[src/fhqs_pkg.sv]
// Shared types, constants and functions for the flow hash queue select block.
`timescale 1ns / 1ps
package fhqs_pkg;

	localparam int unsigned QUEUE_LIMIT = 16;
	localparam int unsigned QUEUE_SPAN  = 16;
	localparam int unsigned MSG_W       = 296;
	localparam int unsigned V4_BYTES    = 13;
	localparam int unsigned V6_BYTES    = 37;
	localparam int unsigned CNT_W       = 6;
	localparam int unsigned JOB_DEPTH   = 2;

	localparam logic [31:0] FNV_OFFSET  = 32'd2166136261;
	localparam logic [7:0]  V6_TAIL     = 8'd17;

	localparam logic MODE_V4 = 1'b0;
	localparam logic MODE_V6 = 1'b1;

	typedef struct packed {
		logic             v6;
		logic [MSG_W-1:0] msg;
	} job_t;

	typedef enum logic [1:0] {
		B_IDLE,
		B_HASH,
		B_MOD,
		B_DONE
	} back_state_t;

	// FNV-1a round: xor the byte in, multiply by 2^24 + 403.
	function automatic logic [31:0] fnv_mix(input logic [31:0] h, input logic [7:0] b);
		logic [31:0] x;
		x = h ^ {24'd0, b};
		return x + (x << 1) + (x << 4) + (x << 7) + (x << 8) + (x << 24);
	endfunction

endpackage

[src/fhqs_if.sv]
// Valid/ready channel interfaces for flow tuples and hash results.
`timescale 1ns / 1ps
interface fhqs_tuple_if;
	logic        valid;
	logic        ready;
	logic        mode;
	logic [63:0] source_high;
	logic [63:0] source_low;
	logic [63:0] destination_high;
	logic [63:0] destination_low;
	logic [15:0] src_port;
	logic [15:0] dst_port;
	logic [7:0]  protocol;

	modport source (output valid, mode, source_high, source_low, destination_high,
		destination_low, src_port, dst_port, protocol, input ready);
	modport sink (input valid, mode, source_high, source_low, destination_high,
		destination_low, src_port, dst_port, protocol, output ready);
endinterface

interface fhqs_result_if;
	logic        valid;
	logic        ready;
	logic [31:0] tuple_hash;
	logic [3:0]  queue;

	modport source (output valid, tuple_hash, queue, input ready);
	modport sink (input valid, tuple_hash, queue, output ready);
endinterface

[src/fhqs_front.sv]
// Front end: accepts tuples, packs the hashed byte stream and queues jobs.
`timescale 1ns / 1ps
module fhqs_front
	import fhqs_pkg::*;
(
	input  logic         clk,
	input  logic         arst_n,
	fhqs_tuple_if.sink   tuple,
	output logic         head_valid,
	output job_t         head,
	input  logic         pop
);

	localparam int unsigned PtrW = (JOB_DEPTH > 1) ? $clog2(JOB_DEPTH) : 1;
	localparam int unsigned FillW = $clog2(JOB_DEPTH + 1);

	job_t               jobs_q [JOB_DEPTH];
	logic [PtrW-1:0]    wr_ptr_q;
	logic [PtrW-1:0]    rd_ptr_q;
	logic [FillW-1:0]   fill_q;
	job_t               packed_job;
	logic               push;

	always_comb begin
		packed_job.v6 = tuple.mode;
		if (tuple.mode == MODE_V6) begin
			packed_job.msg = {tuple.source_high, tuple.source_low, tuple.destination_high,
				tuple.destination_low, tuple.src_port, tuple.dst_port, V6_TAIL};
		end else begin
			packed_job.msg = {tuple.source_low[31:0], tuple.destination_low[31:0],
				tuple.src_port, tuple.dst_port, tuple.protocol,
				{(MSG_W - 8 * V4_BYTES){1'b0}}};
		end
	end

	assign tuple.ready = (fill_q != FillW'(JOB_DEPTH));
	assign push        = tuple.valid && tuple.ready;
	assign head_valid  = (fill_q != '0);
	assign head        = jobs_q[rd_ptr_q];

	always_ff @(posedge clk) begin
		if (push) begin
			jobs_q[wr_ptr_q] <= packed_job;
		end
	end

	always_ff @(posedge clk or negedge arst_n) begin
		if (!arst_n) begin
			wr_ptr_q <= '0;
			rd_ptr_q <= '0;
			fill_q   <= '0;
		end else begin
			if (push) begin
				wr_ptr_q <= (wr_ptr_q == PtrW'(JOB_DEPTH - 1)) ? '0 : wr_ptr_q + 1'b1;
			end
			if (pop) begin
				rd_ptr_q <= (rd_ptr_q == PtrW'(JOB_DEPTH - 1)) ? '0 : rd_ptr_q + 1'b1;
			end
			if (push && !pop) begin
				fill_q <= fill_q + 1'b1;
			end else if (pop && !push) begin
				fill_q <= fill_q - 1'b1;
			end
		end
	end

endmodule

[src/fhqs_back.sv]
// Back end: hashes one byte per cycle, reduces modulo queue count, holds the result.
`timescale 1ns / 1ps
module fhqs_back
	import fhqs_pkg::*;
#(
	parameter int unsigned QueueLimit = QUEUE_LIMIT
)
(
	input  logic          clk,
	input  logic          arst_n,
	input  logic          head_valid,
	input  job_t          head,
	output logic          pop,
	input  logic          cfg_we,
	input  logic [4:0]    cfg_wdata,
	fhqs_result_if.source result
);

	localparam logic [4:0] CountCap = (QueueLimit > QUEUE_SPAN) ? 5'(QUEUE_SPAN)
	                                                            : 5'(QueueLimit);

	back_state_t        state_q;
	back_state_t        state_d;
	logic [4:0]         queue_count_q;
	logic [4:0]         count_eff;
	logic [MSG_W-1:0]   msg_q;
	logic [CNT_W-1:0]   left_q;
	logic [31:0]        hash_q;
	logic [31:0]        modsh_q;
	logic [1:0]         mstep_q;
	logic [3:0]         rem_q;
	logic [3:0]         rem_next;
	logic [31:0]        hash_next;
	logic               load;
	logic               out_valid_q;
	logic [31:0]        out_hash_q;
	logic [3:0]         out_queue_q;

	assign count_eff = (queue_count_q > CountCap) ? CountCap : queue_count_q;
	assign hash_next = fnv_mix(hash_q, msg_q[MSG_W-1 -: 8]);

	always_comb begin
		logic [4:0] t;
		logic [3:0] r;
		r = rem_q;
		for (int i = 7; i >= 0; i--) begin
			t = {r, modsh_q[24 + i]};
			if (t >= count_eff) begin
				t = t - count_eff;
			end
			r = t[3:0];
		end
		rem_next = r;
	end

	always_comb begin
		state_d = state_q;
		case (state_q)
			B_IDLE: if (head_valid) state_d = B_HASH;
			B_HASH: if (left_q == '0) state_d = B_MOD;
			B_MOD:  if (mstep_q == 2'd3) state_d = B_DONE;
			B_DONE: if (!out_valid_q || result.ready) state_d = B_IDLE;
			default: state_d = B_IDLE;
		endcase
	end

	always_comb begin
		pop  = 1'b0;
		load = 1'b0;
		case (state_q)
			B_IDLE: pop = head_valid;
			B_DONE: load = !out_valid_q || result.ready;
			default: begin
				pop  = 1'b0;
				load = 1'b0;
			end
		endcase
	end

	always_ff @(posedge clk or negedge arst_n) begin
		if (!arst_n) begin
			state_q       <= B_IDLE;
			queue_count_q <= '0;
			out_valid_q   <= 1'b0;
		end else begin
			state_q <= state_d;
			if (cfg_we) begin
				queue_count_q <= cfg_wdata;
			end
			if (load) begin
				out_valid_q <= 1'b1;
			end else if (result.ready) begin
				out_valid_q <= 1'b0;
			end
		end
	end

	always_ff @(posedge clk) begin
		if (pop) begin
			msg_q   <= head.msg;
			left_q  <= head.v6 ? CNT_W'(V6_BYTES - 1) : CNT_W'(V4_BYTES - 1);
			hash_q  <= FNV_OFFSET;
		end else if (state_q == B_HASH) begin
			msg_q   <= msg_q << 8;
			left_q  <= left_q - 1'b1;
			hash_q  <= hash_next;
			modsh_q <= hash_next;
			rem_q   <= '0;
			mstep_q <= '0;
		end else if (state_q == B_MOD) begin
			modsh_q <= modsh_q << 8;
			rem_q   <= rem_next;
			mstep_q <= mstep_q + 1'b1;
		end
		if (load) begin
			out_hash_q  <= hash_q;
			out_queue_q <= (count_eff == '0) ? 4'd0 : rem_q;
		end
	end

	assign result.valid      = out_valid_q;
	assign result.tuple_hash = out_hash_q;
	assign result.queue      = out_queue_q;

endmodule

[src/flow_hash_queue_select.sv]
// Top level: FNV-1a flow hash and receive queue select.
// The hash engine takes one tuple at a time: a start state, one hash byte per cycle,
// a modulo reduction and a hand-off into the output slot, which waits while it is full.
// A two-entry job queue lets tuples be taken while the hash engine is busy.
// Reset clears the job queue, the engine state, the output slot and queue_count.
`timescale 1ns / 1ps
module flow_hash_queue_select
	import fhqs_pkg::*;
#(
	parameter int unsigned QueueLimit = QUEUE_LIMIT
)
(
	input  logic          clk,
	input  logic          arst_n,
	fhqs_tuple_if.sink    tuple,
	fhqs_result_if.source result,
	input  logic          cfg_we,
	input  logic [4:0]    cfg_wdata
);

	logic head_valid;
	job_t head;
	logic pop;

	fhqs_front u_front (
		.clk        (clk),
		.arst_n     (arst_n),
		.tuple      (tuple),
		.head_valid (head_valid),
		.head       (head),
		.pop        (pop)
	);

	fhqs_back #(
		.QueueLimit (QueueLimit)
	) u_back (
		.clk        (clk),
		.arst_n     (arst_n),
		.head_valid (head_valid),
		.head       (head),
		.pop        (pop),
		.cfg_we     (cfg_we),
		.cfg_wdata  (cfg_wdata),
		.result     (result)
	);

endmodule

[src/flat_wrapper.sv]
// flat-port wrapper written by rule: the top's interface ports become plain ports
module flow_hash_queue_select_flat import fhqs_pkg::*;
#(
	parameter int unsigned QueueLimit = QUEUE_LIMIT
)
  (clk, arst_n, cfg_we, cfg_wdata, tuple_valid, tuple_mode, tuple_source_high, tuple_source_low, tuple_destination_high, tuple_destination_low, tuple_src_port, tuple_dst_port, tuple_protocol, tuple_ready, result_valid, result_tuple_hash, result_queue, result_ready);
  fhqs_tuple_if tuple_i ();
  fhqs_result_if result_i ();
  input  logic clk;
  input  logic arst_n;
  input  logic cfg_we;
  input  logic [4:0] cfg_wdata;
  input wire logic [$bits(tuple_i.valid)-1:0] tuple_valid;
  input wire logic [$bits(tuple_i.mode)-1:0] tuple_mode;
  input wire logic [$bits(tuple_i.source_high)-1:0] tuple_source_high;
  input wire logic [$bits(tuple_i.source_low)-1:0] tuple_source_low;
  input wire logic [$bits(tuple_i.destination_high)-1:0] tuple_destination_high;
  input wire logic [$bits(tuple_i.destination_low)-1:0] tuple_destination_low;
  input wire logic [$bits(tuple_i.src_port)-1:0] tuple_src_port;
  input wire logic [$bits(tuple_i.dst_port)-1:0] tuple_dst_port;
  input wire logic [$bits(tuple_i.protocol)-1:0] tuple_protocol;
  output wire logic [$bits(tuple_i.ready)-1:0] tuple_ready;
  output wire logic [$bits(result_i.valid)-1:0] result_valid;
  output wire logic [$bits(result_i.tuple_hash)-1:0] result_tuple_hash;
  output wire logic [$bits(result_i.queue)-1:0] result_queue;
  input wire logic [$bits(result_i.ready)-1:0] result_ready;
  assign tuple_i.valid = tuple_valid;
  assign tuple_i.mode = tuple_mode;
  assign tuple_i.source_high = tuple_source_high;
  assign tuple_i.source_low = tuple_source_low;
  assign tuple_i.destination_high = tuple_destination_high;
  assign tuple_i.destination_low = tuple_destination_low;
  assign tuple_i.src_port = tuple_src_port;
  assign tuple_i.dst_port = tuple_dst_port;
  assign tuple_i.protocol = tuple_protocol;
  assign tuple_ready = tuple_i.ready;
  assign result_valid = result_i.valid;
  assign result_tuple_hash = result_i.tuple_hash;
  assign result_queue = result_i.queue;
  assign result_i.ready = result_ready;
  flow_hash_queue_select #(.QueueLimit(QueueLimit)) u_core (.clk(clk), .arst_n(arst_n), .tuple(tuple_i), .result(result_i), .cfg_we(cfg_we), .cfg_wdata(cfg_wdata));
endmodule
[config.mk]
export PLATFORM = sky130hd
export DESIGN_NAME = flow_hash_queue_select_flat
export DESIGN_NICKNAME = d
export VERILOG_FILES = /design/src/fhqs_pkg.sv /design/src/fhqs_if.sv /design/src/fhqs_front.sv /design/src/fhqs_back.sv /design/src/flow_hash_queue_select.sv /design/src/flat_wrapper.sv
export SDC_FILE = /design/constraint.sdc
export NUM_CORES = 1
export LEC_CHECK = 0
export BUFFER_PORTS_ARGS = -buffer_cell sky130_fd_sc_hd__buf_4
export CORE_UTILIZATION = 55
export DETAILED_ROUTE_END_ITERATION = 8
export GPL_ROUTABILITY_DRIVEN = 1
export PLACE_DENSITY = 0.77
export SLEW_MARGIN = 20
export SYNTH_ARGS = -nofsm -noshare
export SYNTH_HDL_FRONTEND = slang
export SYNTH_SLANG_ARGS = --single-unit
[constraint.sdc]
create_clock -name clk -period 12.96 [get_ports clk]
set_input_delay 0.648 -clock clk [delete_from_list [all_inputs] [get_ports clk]]
set_output_delay 0.648 -clock clk [all_outputs]
set_load 0.02 [all_outputs]
==> out/results.txt <==
Flip-flop and latch count after synthesis: 991
Vias in the first global route: 26,122
Max Slew Vio Count: 0
Main synth FF type: edfxtp_1
Setup TNS: 0 ns
Synthesized area per cell: 14.15 um2
Critical Path End Type: flop
Max_slew headroom: 29.37%
Worst hold-check path type: in -> reg
Post-synthesis compound-gate area fraction: 6.567%
Number of synthesized flops with an enable pin: 947
Count of final hold-check violations: 0
Via density: 5.617
GPL Wtd Cong: 0.8846
Gr usage total: 24.18%
Count leader, synth: edfxtp_1
Filler instances: 5,836
CTS tree: yes
Post-synthesis sequential area ratio: 65.47%
Critical Path End: u_core.u_back.rem_q[3]
DIE AREA: 0.08273 mm2
Critical Path Most Common Cell: a21o_1
Worst Setup Start Kind: flop
Root Buffer: clkbuf_16
Synth Warn #: 0
CTS Buf Count: 100
Starting Density: 55.62%
Violated checks: design-rule violations
Post-Synth XOR/XNOR Area: 1.246%
RSZ-0062 raised after global routing: false
Cell row count: 104
Hpwl dp: 64.92 mm
Critical Path RT: 13.35 ns
DRT Pass-1 Iters: 7
Clock buffer depth: 3
Worst skew pair latency: 0.68 ns
Via count: 26,064
Outcome: finished with violations
H-tree levels: 3
R2r endpoint: u_core.u_back.rem_q[3]
Layout cells sized above 1: 19.10%
Maxcap violations: 0
Core box area: 0.08068 mm2
Grt ovf: 0
Fin crit share: 90.78%
Multiplexer share of the synthesized area: 9.885%
Post-synth cell types: 74
Syn-to-layout area delta: 15.31%
First-pass GRT wire length: 151.3 mm
Reg-to-Reg Start: u_core.u_back.queue_count_q[4]
R2R setup slack: 1.19 ns
Clock slew at reported path FFs: 0.06 ns
Syn_nets: 3,671
WL per Instance: 21.58 um
Crit path kind: reg -> reg
Setup crit start: u_core.u_back.queue_count_q[4]
Die W: 287.6 um
Largest fanout on the critical path: 11
Post-synthesis simple-gate area fraction: 7.111%
Clock skew: 0.04426 ns
Pin count of the biggest net entering global routing: 178
Fmax: 84.99 MHz
CP max stage delay: 0.44 ns
Top-area cell type share of the netlist area: 63.38%
CTS sink cnt: 991
Leading post-synthesis cells by cell area: edfxtp_1 63%, mux2i_1 6.7%, fa_1 4.0%, o21ai_0 3.5%, mux2_2 3.1%
Die span in y: 287.6 um
Cells after synthesis: 3,170
Ports: 345
Final Setup Violations: 0
Top post-synthesis cells by count: 947 x edfxtp_1, 336 x nand2_1, 311 x o21ai_0
FF-to-FF path depth: 48
Fin crit period: 11.77 ns
Starting DRT DRC Count: 2,350
Async set or reset register ratio after synthesis: 1.211%
# port buffers: 344
Worst-margin pin slew: 1.059 ns
Post-Synth Adder-Cell Area: 6.899%
Fin nets: 3,993
Initial antenna violation count: 6
Area leader, netlist: edfxtp_1
Total Wirelength: 100.1 mm
Main combinational cell family by area after synthesis: multiplexers
Final antenna-violating net count: 0
CP max stage cell: mux2i_2
CP arrival: 12.15 ns
Cell area after synthesis: 0.04487 mm2
DRC: 60
==> flip-flops by register name (all words and copies together), names as in the netlist <==
signal                           cells
u_core.u_back.result.valid           1
u_core.u_back.state_q                2
u_core.u_back.modsh_q               32
u_core.u_back.queue_count_q          5
u_core.u_back.msg_q                289
u_core.u_back.result.tuple_hash     32
u_core.u_back.left_q                 6
u_core.u_front.fill_q                2
u_core.u_back.result.queue           4
u_core.u_front.rd_ptr_q              1
u_core.u_back.hash_q                32
u_core.u_back.mstep_q                2
u_core.u_back.rem_q                  4
u_core.u_front.wr_ptr_q              1
u_core.u_front.jobs_q              578
==> placed cells by master (no fill, tap or decap), drive strengths merged, types with 11 or more instances in the layout <==
cell    netlist  layout
inv         172     175
dfxtp        32      32
edfxtp      947     947
ha          105     105
dfrtp        12      12
nand3        12      12
and2        197     197
nor2b        13      13
xor2         34      34
fa           89      89
a21oi        67      67
nor2         50      50
buf          33     374
mux2i       301     301
clkinv        0      39
mux2        126     126
o211ai       11      11
o21ai       326     326
nand2       336     336
clkbuf      122     128
a31oi        12      12
nand2b       14      14
a21o         36      36
xnor2        29      29
==> worst min-delay path by stage <==
stage	startpoint	endpoint	slack, ns	cells past startpoint
final	cfg_wdata[4]	u_core.u_back.queue_count_q[4]	0.24	3
after global routing	cfg_wdata[3]	u_core.u_back.queue_count_q[3]	0.21	2
after CTS	cfg_wdata[3]	u_core.u_back.queue_count_q[3]	0.19	2
after detailed placement	u_core.u_back.hash_q[31]	u_core.u_back.result.tuple_hash[31]	0.48	0
after global placement	u_core.u_back.hash_q[4]	u_core.u_back.result.tuple_hash[4]	0.48	0
after floorplan	arst_n	u_core.u_back.queue_count_q[0]	0.35	0
==> worst max-delay path: cells and delay by family (launching register included) <==
| kind | cells | cell delay, ns |
|---|---|---|
| AOI/OAI and AO/OA | 24 | 4.88 |
| and+or+nand+nor | 8 | 1.10 |
| buffers and inverters | 3 | 0.64 |
| adders and majority gates | 8 | 2.54 |
| muxes | 5 | 1.90 |
| DFF | 1 | 0.41 |
==> per-layer routing <==
metal	part of all wire (%)	GRT usage (%)
met2	49	39.23
met1	43	34.14
met5	0	0
met3	5.7	3.685
met4	2.1	6.636
==> metrics by stage <==
step           hold slack [ns]  util, %  setup slack [ns]  instance area, um2  instances
6_report                0.2367    64.13             1.195               51740       4640
3_5_place_dp            0.4753    60.05            0.8560               48440       4449
5_1_grt                 0.2094    64.13           0.09129               51730       4638
3_3_place_gp            0.4766    60.05            0.7992               48440       4449
2_1_floorplan           0.3524        -             2.073               44870       3170
4_1_cts                 0.1939    64.10            0.7566               51710       4636
==> kinds of logic (layout without fill, tap and decap cells) <==
kind of cell,after synthesis,in the layout
xor gates and xnor gates,63,63
other,0,4
and+or+nand+nor,665,665
adders and majority gates,194,194
muxes,427,427
AOI/OAI and AO/OA,503,503
DFF,991,991
buffers and inverters,327,733
==> area by class of cell <==
| class | count | area, um2 | share of cell area, % |
|---|---|---|---|
| clock inverter | 58 | 643.1 | 1.243 |
| clock buffer | 128 | 2618 | 5.059 |
| antenna | 4 | 10.01 | 0.01935 |
| multi-input combinational | 1852 | 14270 | 27.58 |
| timing repair buffer | 375 | 2838 | 5.485 |
| inverter | 172 | 653.1 | 1.262 |
| sequential | 991 | 29380 | 56.79 |
| tap | 1060 | 1326 | 2.563 |
==> repair_timing <==
item | in CTS | in global routing
endpoints found under the setup margin | 0 | 4
setup buffers | 0 | 0
resized for setup | 0 | 4
hold endpoints to repair | 12 | 0
hold buffers | 1 | 0
Power is left out: the tool's default activity adds up to more than one toggle a clock period on the data nets, which glitch-free logic cannot reach.
